--- src/design/vgf_pkg.sv ---
// ----------------------------------------------------------------------------
// vgf_pkg
// Shared types and constants for the voxel-grid first-point filter.
// ----------------------------------------------------------------------------
package vgf_pkg;

   localparam int unsigned TABLE_ENTRIES_DEF = 4096;
   localparam int unsigned MAX_PROBES_DEF    = 16;

   localparam int unsigned COORD_W = 32;
   localparam int unsigned VSIZE_W = 31;
   localparam int unsigned RAW_W   = 32;
   localparam int unsigned KEPT_W  = 13;

   localparam logic [VSIZE_W-1:0] VSIZE_RESET = 31'd6554;

   localparam logic [31:0] HASH_MUL_X = 32'd73856093;
   localparam logic [31:0] HASH_MUL_Y = 32'd19349663;
   localparam logic [31:0] HASH_MUL_Z = 32'd83492791;

   // controller -> datapath
   typedef struct packed {
      logic load;        // capture point, start divide
      logic div_step;    // one quotient bit
      logic next_axis;   // store quotient, load next axis
      logic hash_mul;    // register products
      logic hash_fold;   // fold hash into start slot
      logic clr_write;   // clearing pass write
      logic rd_issue;    // read probe slot
      logic probe_next;  // advance probe address
      logic ins_write;   // write key into slot
      logic count_raw;
      logic count_kept;
      logic emit;
      logic emit_new;
      logic emit_drop;
      logic emit_full;
   } vgf_cmd_type;

   // datapath -> controller
   typedef struct packed {
      logic invalid;
      logic div_last;
      logic axis_last;
      logic slot_used;
      logic key_match;
      logic probe_last;
      logic clr_last;
   } vgf_sts_type;

endpackage

--- src/design/vgf_ctrl.sv ---
// ----------------------------------------------------------------------------
// vgf_ctrl
// Sequencer: clearing sweep, divide, hash, probe, insert, report.
// ----------------------------------------------------------------------------
module vgf_ctrl (
   input  logic                 clock,
   input  logic                 reset,
   input  logic                 start,
   output logic                 busy,
   input  vgf_pkg::vgf_sts_type sts,
   output vgf_pkg::vgf_cmd_type cmd
);
   import vgf_pkg::*;

   localparam logic [3:0] ST_CLEAR = 4'd0;
   localparam logic [3:0] ST_IDLE  = 4'd1;
   localparam logic [3:0] ST_CHECK = 4'd2;
   localparam logic [3:0] ST_DIV   = 4'd3;
   localparam logic [3:0] ST_NEXT  = 4'd4;
   localparam logic [3:0] ST_MUL   = 4'd5;
   localparam logic [3:0] ST_FOLD  = 4'd6;
   localparam logic [3:0] ST_READ  = 4'd7;
   localparam logic [3:0] ST_WAIT  = 4'd8;
   localparam logic [3:0] ST_EVAL  = 4'd9;

   logic [3:0] state_ff, state_in;

   always_ff @(posedge clock) begin
      if (reset) state_ff <= ST_CLEAR;
      else state_ff <= state_in;
   end

   always_comb begin
      state_in = state_ff;
      cmd      = '0;
      busy     = (state_ff != ST_IDLE);
      unique case (state_ff)
         ST_CLEAR: begin
            cmd.clr_write = 1'b1;
            if (sts.clr_last) state_in = ST_IDLE;
         end
         ST_IDLE: begin
            if (start) begin
               cmd.load = 1'b1;
               state_in = ST_CHECK;
            end
         end
         ST_CHECK: begin
            if (sts.invalid) begin
               cmd.emit      = 1'b1;
               cmd.emit_drop = 1'b1;
               state_in      = ST_IDLE;
            end else begin
               cmd.count_raw = 1'b1;
               state_in      = ST_DIV;
            end
         end
         ST_DIV: begin
            cmd.div_step = 1'b1;
            if (sts.div_last) state_in = ST_NEXT;
         end
         ST_NEXT: begin
            cmd.next_axis = 1'b1;
            state_in = sts.axis_last ? ST_MUL : ST_DIV;
         end
         ST_MUL: begin
            cmd.hash_mul = 1'b1;
            state_in     = ST_FOLD;
         end
         ST_FOLD: begin
            cmd.hash_fold = 1'b1;
            state_in      = ST_READ;
         end
         ST_READ: begin
            cmd.rd_issue = 1'b1;
            state_in     = ST_WAIT;
         end
         ST_WAIT: state_in = ST_EVAL;
         ST_EVAL: begin
            if (!sts.slot_used) begin
               cmd.ins_write  = 1'b1;
               cmd.count_kept = 1'b1;
               cmd.emit       = 1'b1;
               cmd.emit_new   = 1'b1;
               state_in       = ST_IDLE;
            end else if (sts.key_match) begin
               cmd.emit = 1'b1;
               state_in = ST_IDLE;
            end else if (sts.probe_last) begin
               cmd.emit      = 1'b1;
               cmd.emit_full = 1'b1;
               state_in      = ST_IDLE;
            end else begin
               cmd.probe_next = 1'b1;
               state_in       = ST_READ;
            end
         end
         default: state_in = ST_CLEAR;
      endcase
   end

endmodule

--- config.mk ---
export PLATFORM = sky130hd
export DESIGN_NAME = vgf_ctrl
export DESIGN_NICKNAME = d
export VERILOG_FILES = /design/src/design/vgf_pkg.sv /design/src/design/vgf_ctrl.sv
export SDC_FILE = /design/constraint.sdc
export NUM_CORES = 1
export LEC_CHECK = 0
export ABC_AREA = 1
export BUFFER_PORTS_ARGS = -buffer_cell sky130_fd_sc_hd__buf_4
export CAP_MARGIN = 20
export CORE_AREA = 2 2 39 41
export DETAILED_ROUTE_END_ITERATION = 6
export DIE_AREA = 0 0 41 43
export PLACE_DENSITY_LB_ADDON = 0.08
export SLEW_MARGIN = 20
export SYNTH_ARGS = -nofsm -noshare
export SYNTH_HDL_FRONTEND = slang
export SYNTH_SLANG_ARGS = --single-unit
--- constraint.sdc ---
create_clock -name clock -period 1.4 [get_ports clock]
set_clock_uncertainty 0.2 [all_clocks]
set_input_delay 0.28 -clock clock [delete_from_list [all_inputs] [get_ports clock]]
set_output_delay 0.28 -clock clock [all_outputs]
set_load 0.03 [all_outputs]
# Word level (Yosys, flattened, before mapping)
# Cells that the tools add are included.
[totals]
wordCells = 50
out_inout_bits = 16
ff_bits = 4
in_bits = 10
[op_classes]
reduce_logical = 2
n_mux = 34
eq_ne = 13
[ops]
columns = ["op", "n"]
rows = [
  ["$pmux 4 s10", 1],
  ["$mux 1", 23],
  ["$mux 4", 5],
  ["$eq 4x3->1 const B", 4],
  ["$eq 4x2->1 const B", 2],
  ["$eq 4x4->1 const B", 2],
  ["$mux 3", 2],
  ["$ne 2x2->1 const B", 3],
  ["$eq 4x1->1 const B", 1],
  ["$logic_not 4->1", 1],
  ["$mux 2", 2],
  ["$ne 4x1->1 const B", 1],
  ["$reduce_and 3->1", 1],
  ["$pmux 1 s2", 1],
]

# Depth between registers and ports, before layout
# Gate-level depths: netlist of run 1.
[logic_depth]
ltp_word = 4
mapped_depth = 8

# Worst setup path before layout of run 1
# Ideal clock, no wire load.
[synth_timing]
path_kind = "register -> output"
from = "reg state_ff[0]"
to = "out cmd[0] in the netlist's numbering"
slack_ns = -0.687
t_required_ns = 0.920
t_arrival_ns = 1.607
path_buffers = 0
stages_incl_launch_ff = 5
path_cell_list = "dfxtp_1 inv_2 nor2_4 nand2_2 nor4_1"
[synth_lines]
columns = ["element", "line", "text"]
rows = [
  ["start, declared", "vgf_ctrl.sv:26", "logic [3:0] state_ff, state_in;"],
  ["start signal, assigned", "vgf_ctrl.sv:30", "else state_ff <= state_in;"],
  ["end, declared", "vgf_ctrl.sv:11", "output vgf_pkg::vgf_cmd_type cmd"],
]

==> run_results.csv, run 1 <==
group,metric,value,unit
setup_path,critical_path_class,"flop to output port",
detailed_routing,drtAntennaViolNets,0,
timing,slew_headroom,0.8251,
placed_design,globalplace.congestion,0.8150,
floorplan,die_h,43,um
clocking,cts-htree-levels,1,
timing,hold_viol_final,0,
timing,clock.fmax,592.5,MHz
global_route,grt_first_pass_wirelength,2.111,mm
timing,post-route-worst-setup-slack,-0.2877,ns
layout,area_growth,148.4,%
placed_design,dpl.hpwl,1.010,mm
clocking,cts_buffers,3,
global_route,grt_max_degree,6,
layout,diodes,0,
placed_design,dpl_worst_slack,-0.09345,ns
clocking,cts_hold_buf,0,
status,violations,"setup timing",
layout,largest_register,"state_ff",
global_route,grt_pass1_vias,529,
synth,synth.most_common_cell,"nor2_1",
synth,synth.distinct_cells,20,
detailed_routing,drt-total-wl,1.235,mm
floorplan,die_area,0.001763,mm^2
detailed_routing,via_count,582,
floorplan,io_pins,26,
synth,synthFlopType,"dfxtp_1",
timing,grt_setup_unrepaired,"true",
setup_path,cp-start-kind,"flop",
detailed_routing,first_pass_iters,2,
clocking,cts_sinks,4,
clocking,cts_root_buf,"clkbuf_4",
run,cap_violations,0,
detailed_routing,wl_met2,704,um
timing,worst_slew_pin_slew,0.2614,ns
layout,utilization,0.6962,
timing,tns,-3.786,ns
detailed_routing,drt-met1-wl,488,um
synth,synthTopCellsByArea,"dfxtp_1 21%, nor2_1 16%, nand2_1 14%",
clocking,clk_pin_slew,0.04,ns
status,outcome,"finished with violations",
detailed_routing,wl_met3,42,um
synth,synth_edf_count,0,
setup_path,crit_path_max_fanout,5,
pwr,total_power,0.5834,mW
synth,syn_inst,69,
layout,largest_reg_flops,4,
global_route,grt_use_total,0.1789,
detailed_routing,drc,0,
synth,avgSynthCellArea,5.621,um^2
floorplan,die_x,41,um
global_route,antenna_found_initial,0,
clocking,worstSkewPairLatency,0.23,ns
clocking,clock_tree.buffer_depth,2,
synth,ys_seq_elements,4,
synth,synth_top_cells_by_count,"17 x nor2_1, 14 x nand2_1, 12 x inv_1",
floorplan,start_util,0.2803,
synth,syn_nets,79,
setup_path,arrival,1.21,ns
layout,reg_top3,"state_ff: 4 flops",
timing,period_share,1.206,
setup_path,crit_path_end_kind,"output port",
layout,nets,129,
synth,synth_top_area_frac,0.2065,
timing,setup-violations-final,16,
floorplan,num_rows,14,
pwr,p_per_area,605.5,mW/mm^2
setup_path,worstPathRequired,0.92,ns
timing,hold-worst-slack,0.01466,ns
synth,yosysWarnings,0,
detailed_routing,wire_per_inst,9.216,um
clocking,cts_tree,"yes",
pwr,leakage,0.5094,nW
detailed_routing,drt_iter0_drc,3,
detailed_routing,via_per_inst,4.343,
min_path,hold_path.class,"primary input to flop",
synth,async_flop_share,0,
global_route,grt_overflow,0,
layout,drive_above_1_share,0.6864,
pwr,ir_drop,547.9,uV
placed_design,io_buffers,25,
floorplan,fp.coreArea,0.001384,mm^2
timing,slew_viol_final,0,
synth,mappedNetlistArea,387.9,um^2
synth,yosys.area.top_type,"dfxtp_1",
synth,synth-seq-area-share,0.2065,
timing,finalCriticalPeriod,1.688,ns
detailed_routing,highest_layer,"met3",
[layer usage]
| metal | global-route usage | up-vias |
|---|---|---|
| met5 | 0 | - |
| met4 | 0.1000 | 0 |
| met3 | 0.03141 | 0 |
| met2 | 0.2875 | 12 |
| met1 | 0.2097 | 257 |
| li1 | - | 313 |
[per-stage QoR]
step / instance area, um^2 / std cells
6_report: 963.4 / 134
5_1_grt: 963.4 / 134
4_1_cts: 924.6 / 133
3_5_place_dp: 788.3 / 124
3_3_place_gp: 788.3 / 124
2_1_floorplan: 483.0 / 69
[worst max-delay path, cell delays in order (launching register included)]
cell and delay, ns:
dfxtp_4 0.37, inv_4 0.04, nor2_4 0.14, nand2_4 0.10
nor4_4 0.13, buf_4 0.19
[cells in the final DEF, fill, tap and decap left out, types with 3 or more instances in the layout]
cell and instances:
nand2_4 3, buf_4 33, nor2_2 3, nand2_1 10, clkbuf_4 3, nor2_4 8
inv_2 3, nor2_1 8, nand3_1 3, inv_1 9, buf_6 14, dfxtp_4 4
[power breakdown]
part / total, mW / internal (mW) / switching (mW)
logic: 0.297 / 0.143 / 0.154
clock network: 0.152 / 0.107 / 0.0451
registers: 0.135 / 0.121 / 0.0139
[path summary, 6_finish.rpt]
| path | end | from | depth (start not counted) | slack (ns) |
|---|---|---|---|---|
| min | state_ff[1] | reset | 2 | 0.01 |
| min reg2reg | state_ff[3] | state_ff[2] | 3 | 0.48 |
| max reg2reg | state_ff[3] | state_ff[3] | 8 | 0 |
| max | cmd[0] | state_ff[0] | 5 | -0.29 |
[cell type report]
| type | count | area [um^2] |
|---|---|---|
| clock buffers | 4 | 26.28 |
| multi-input cells | 49 | 359.1 |
| well taps | 16 | 20.02 |
| fillers | 122 | 420.4 |
| inverters | 14 | 57.56 |
| repair buffers | 47 | 405.4 |
| flip-flops and latches | 4 | 95.09 |
[repair_timing]
item | in CTS | in global routing
pin swaps | 3 | 5
endpoints found under the setup margin | 18 | 20
gates resized for setup | 21 | 10
setup buffers | 5 | 1
[kinds of logic after synthesis]
| logic type | after synthesis | share of synthesized area |
|---|---|---|
| AOI/OAI and AO/OA | 7 | 0.1129 |
| buffers and inverters | 16 | 0.1742 |
| and+or+nand+nor | 42 | 0.5065 |
| DFF | 4 | 0.2065 |
Power figures use the tool's default switching activity.
==> run 2: changes to the inputs <==
--- a/config.mk
+++ b/config.mk
@@ -8,9 +8,11 @@
 export ABC_AREA = 1
 export BUFFER_PORTS_ARGS = -buffer_cell sky130_fd_sc_hd__buf_4
 export CAP_MARGIN = 20
-export CORE_AREA = 2 2 39 41
+export CELL_PAD_IN_SITES_DETAIL_PLACEMENT = 0
+export CELL_PAD_IN_SITES_GLOBAL_PLACEMENT = 1
+export CORE_MARGIN = 1.5
+export CORE_UTILIZATION = 21
 export DETAILED_ROUTE_END_ITERATION = 6
-export DIE_AREA = 0 0 41 43
 export PLACE_DENSITY_LB_ADDON = 0.08
 export SLEW_MARGIN = 20
 export SYNTH_ARGS = -nofsm -noshare
==> run 2 against run 1 <==
  * The flow still finishes with violations (setup timing)
  * Combinational power grew 19%
  * Register-to-register slack worse by 0.04 ns
  * Global-route usage shrank 2.7 points
  * Setup slack worse by 0.0022 ns
  * Critical path depth up 1
  * Sequential share of layout area is 1.0 points lower
  * Sequential cell count stayed put
  * Count of clock-buffer cells in the layout did not move
  * Critical path type unchanged
  * Critical endpoint is now cmd[14]
==> run_results.csv, run 2 (synthesized netlist as in run 1, its figures left out) <==
group,metric,value,unit
status,outcome,"finished with violations",
status,violations,"setup timing",
floorplan,io_pins,26,
detailed_routing,drtAntennaViolNets,0,
detailed_routing,drt_iter0_drc,2,
floorplan,start_util,0.2246,
timing,post-route-worst-setup-slack,-0.2899,ns
detailed_routing,drc,0,
timing,hold_viol_final,0,
layout,most-common-layout-cells,"32 x buf_4, 21 x buf_6, 10 x nor2_4",
floorplan,num_rows,15,
pwr,ir_drop,420.7,uV
layout,largest_reg_flops,4,
detailed_routing,drt-total-wl,1.366,mm
clocking,cts-htree-levels,1,
placed_design,dpl.hpwl,1.041,mm
timing,clock.fmax,591.8,MHz
detailed_routing,wire_per_inst,9.168,um
setup_path,worstPathRequired,0.92,ns
clocking,cts_root_buf,"clkbuf_4",
run,cap_violations,0,
global_route,grt_overflow,0,
global_route,grt_first_pass_wirelength,2.270,mm
layout,diodes,0,
placed_design,io_buffers,25,
layout,fillers,171,
global_route,grt_use_total,0.1517,
layout,nets,135,
pwr,leakage,0.5573,nW
setup_path,crit_path_max_fanout,5,
layout,drive_above_1_share,0.7742,
clocking,worstSkewPairLatency,0.24,ns
setup_path,critical_path_class,"flop to output port",
setup_path,crit_path_end_kind,"output port",
detailed_routing,via_count,600,
clocking,clk_pin_slew,0.04,ns
timing,period_share,1.207,
clocking,cts_hold_buf,0,
timing,slew_viol_final,0,
layout,largest_register,"state_ff",
clocking,clock_tree.buffer_depth,2,
timing,setup-violations-final,18,
layout,fin_area,0.001074,mm^2
floorplan,die_area,0.002114,mm^2
layout,reg_top3,"state_ff: 4 flops",
layout,fin_cells,149,
setup_path,arrival,1.21,ns
timing,slew_headroom,0.8654,
timing,grt_setup_unrepaired,"true",
floorplan,die_h,45.98,um
clocking,cts_buffers,3,
layout,mostFrequentLayoutCell,"buf_4",
detailed_routing,first_pass_iters,2,
pwr,total_power,0.6464,mW
placed_design,place_area,799.5,um^2
setup_path,cp-start-kind,"flop",
detailed_routing,via_per_inst,4.027,
placed_design,dpl_worst_slack,-0.1092,ns
placed_design,placed_cells,133,
layout,area_growth,176.8,%
min_path,hold_path.class,"primary input to flop",
placed_design,globalplace.congestion,0.8145,
floorplan,die_x,45.98,um
timing,finalCriticalPeriod,1.690,ns
global_route,grt_max_degree,6,
timing,worst_slew_pin_slew,0.2004,ns
floorplan,fp.coreArea,0.001727,mm^2
timing,tns,-3.812,ns
clocking,cts_tree,"yes",
pwr,p_per_area,602.2,mW/mm^2
clocking,cts_sinks,4,
global_route,antenna_found_initial,0,
global_route,grt_pass1_vias,560,
run 2: cell types whose count changed in the layout (fill, tap and decap cells not counted), moves of 2 or more:
cell     before  now
nand2_1      10    6
inv_1         9    7
nor2_4        8   10
nand3_1       3    1
buf_6        14   21
nand3_2       0    2
nand2_2       2    7
inv_2         3    5
run 2: layer usage:
metal  part of all wire  track usage  vias up
met2               0.54       0.2639       14
met5                  0            0        -
met3              0.032      0.02381        2
met1               0.41       0.1792      263
li1                   -            -      321
met4             0.0081      0.06857        0
run 2: worst max-delay path, stage by stage, from the launching register on:
cell and delay [ns]:
dfxtp_4 0.37, inv_4 0.04, nor2_4 0.14, buf_4 0.15
nand2_4 0.06, nor2_4 0.08, buf_6 0.13
run 2: where the power goes:
group,internal (mW),switching [mW]
sequential,0.121,0.0162
clock,0.107,0.0490
combinational,0.178,0.176
run 2: repair_timing:
item | 4_1_cts | 5_1_grt
setup buffers | 10 | 4
setup endpoints to repair | 19 | 19
pin swaps | 12 | 12
gates resized for setup | 37 | 11
run 2: path summary, 6_finish.rpt:
check | slack, ns | from | end | cells past startpoint
max reg2reg | -0.04 | state_ff[2] | state_ff[1] | 8
min reg2reg | 0.53 | state_ff[3] | state_ff[2] | 5
min | 0.01 | reset | state_ff[1] | 2
max | -0.29 | state_ff[0] | cmd[14] | 6
run 2: through the flow:
step | util | hold WS (ns)
3_5_place_dp | 0.4630 | 0.2583
3_3_place_gp | 0.4630 | 0.2578
5_1_grt | 0.6217 | 0.01676
2_1_floorplan | - | 0.1351
4_1_cts | 0.5957 | 0.0007185
6_report | 0.6217 | 0.009872
run 2: layout make-up:
class	count	area (um^2)	area share
inverter	14	57.56	0.05361
timing repair buffer	53	476.7	0.4441
multi-input combinational	49	386.6	0.3601
clock buffer	4	26.28	0.02448
sequential	4	95.09	0.08858
tap	25	31.28	0.02914
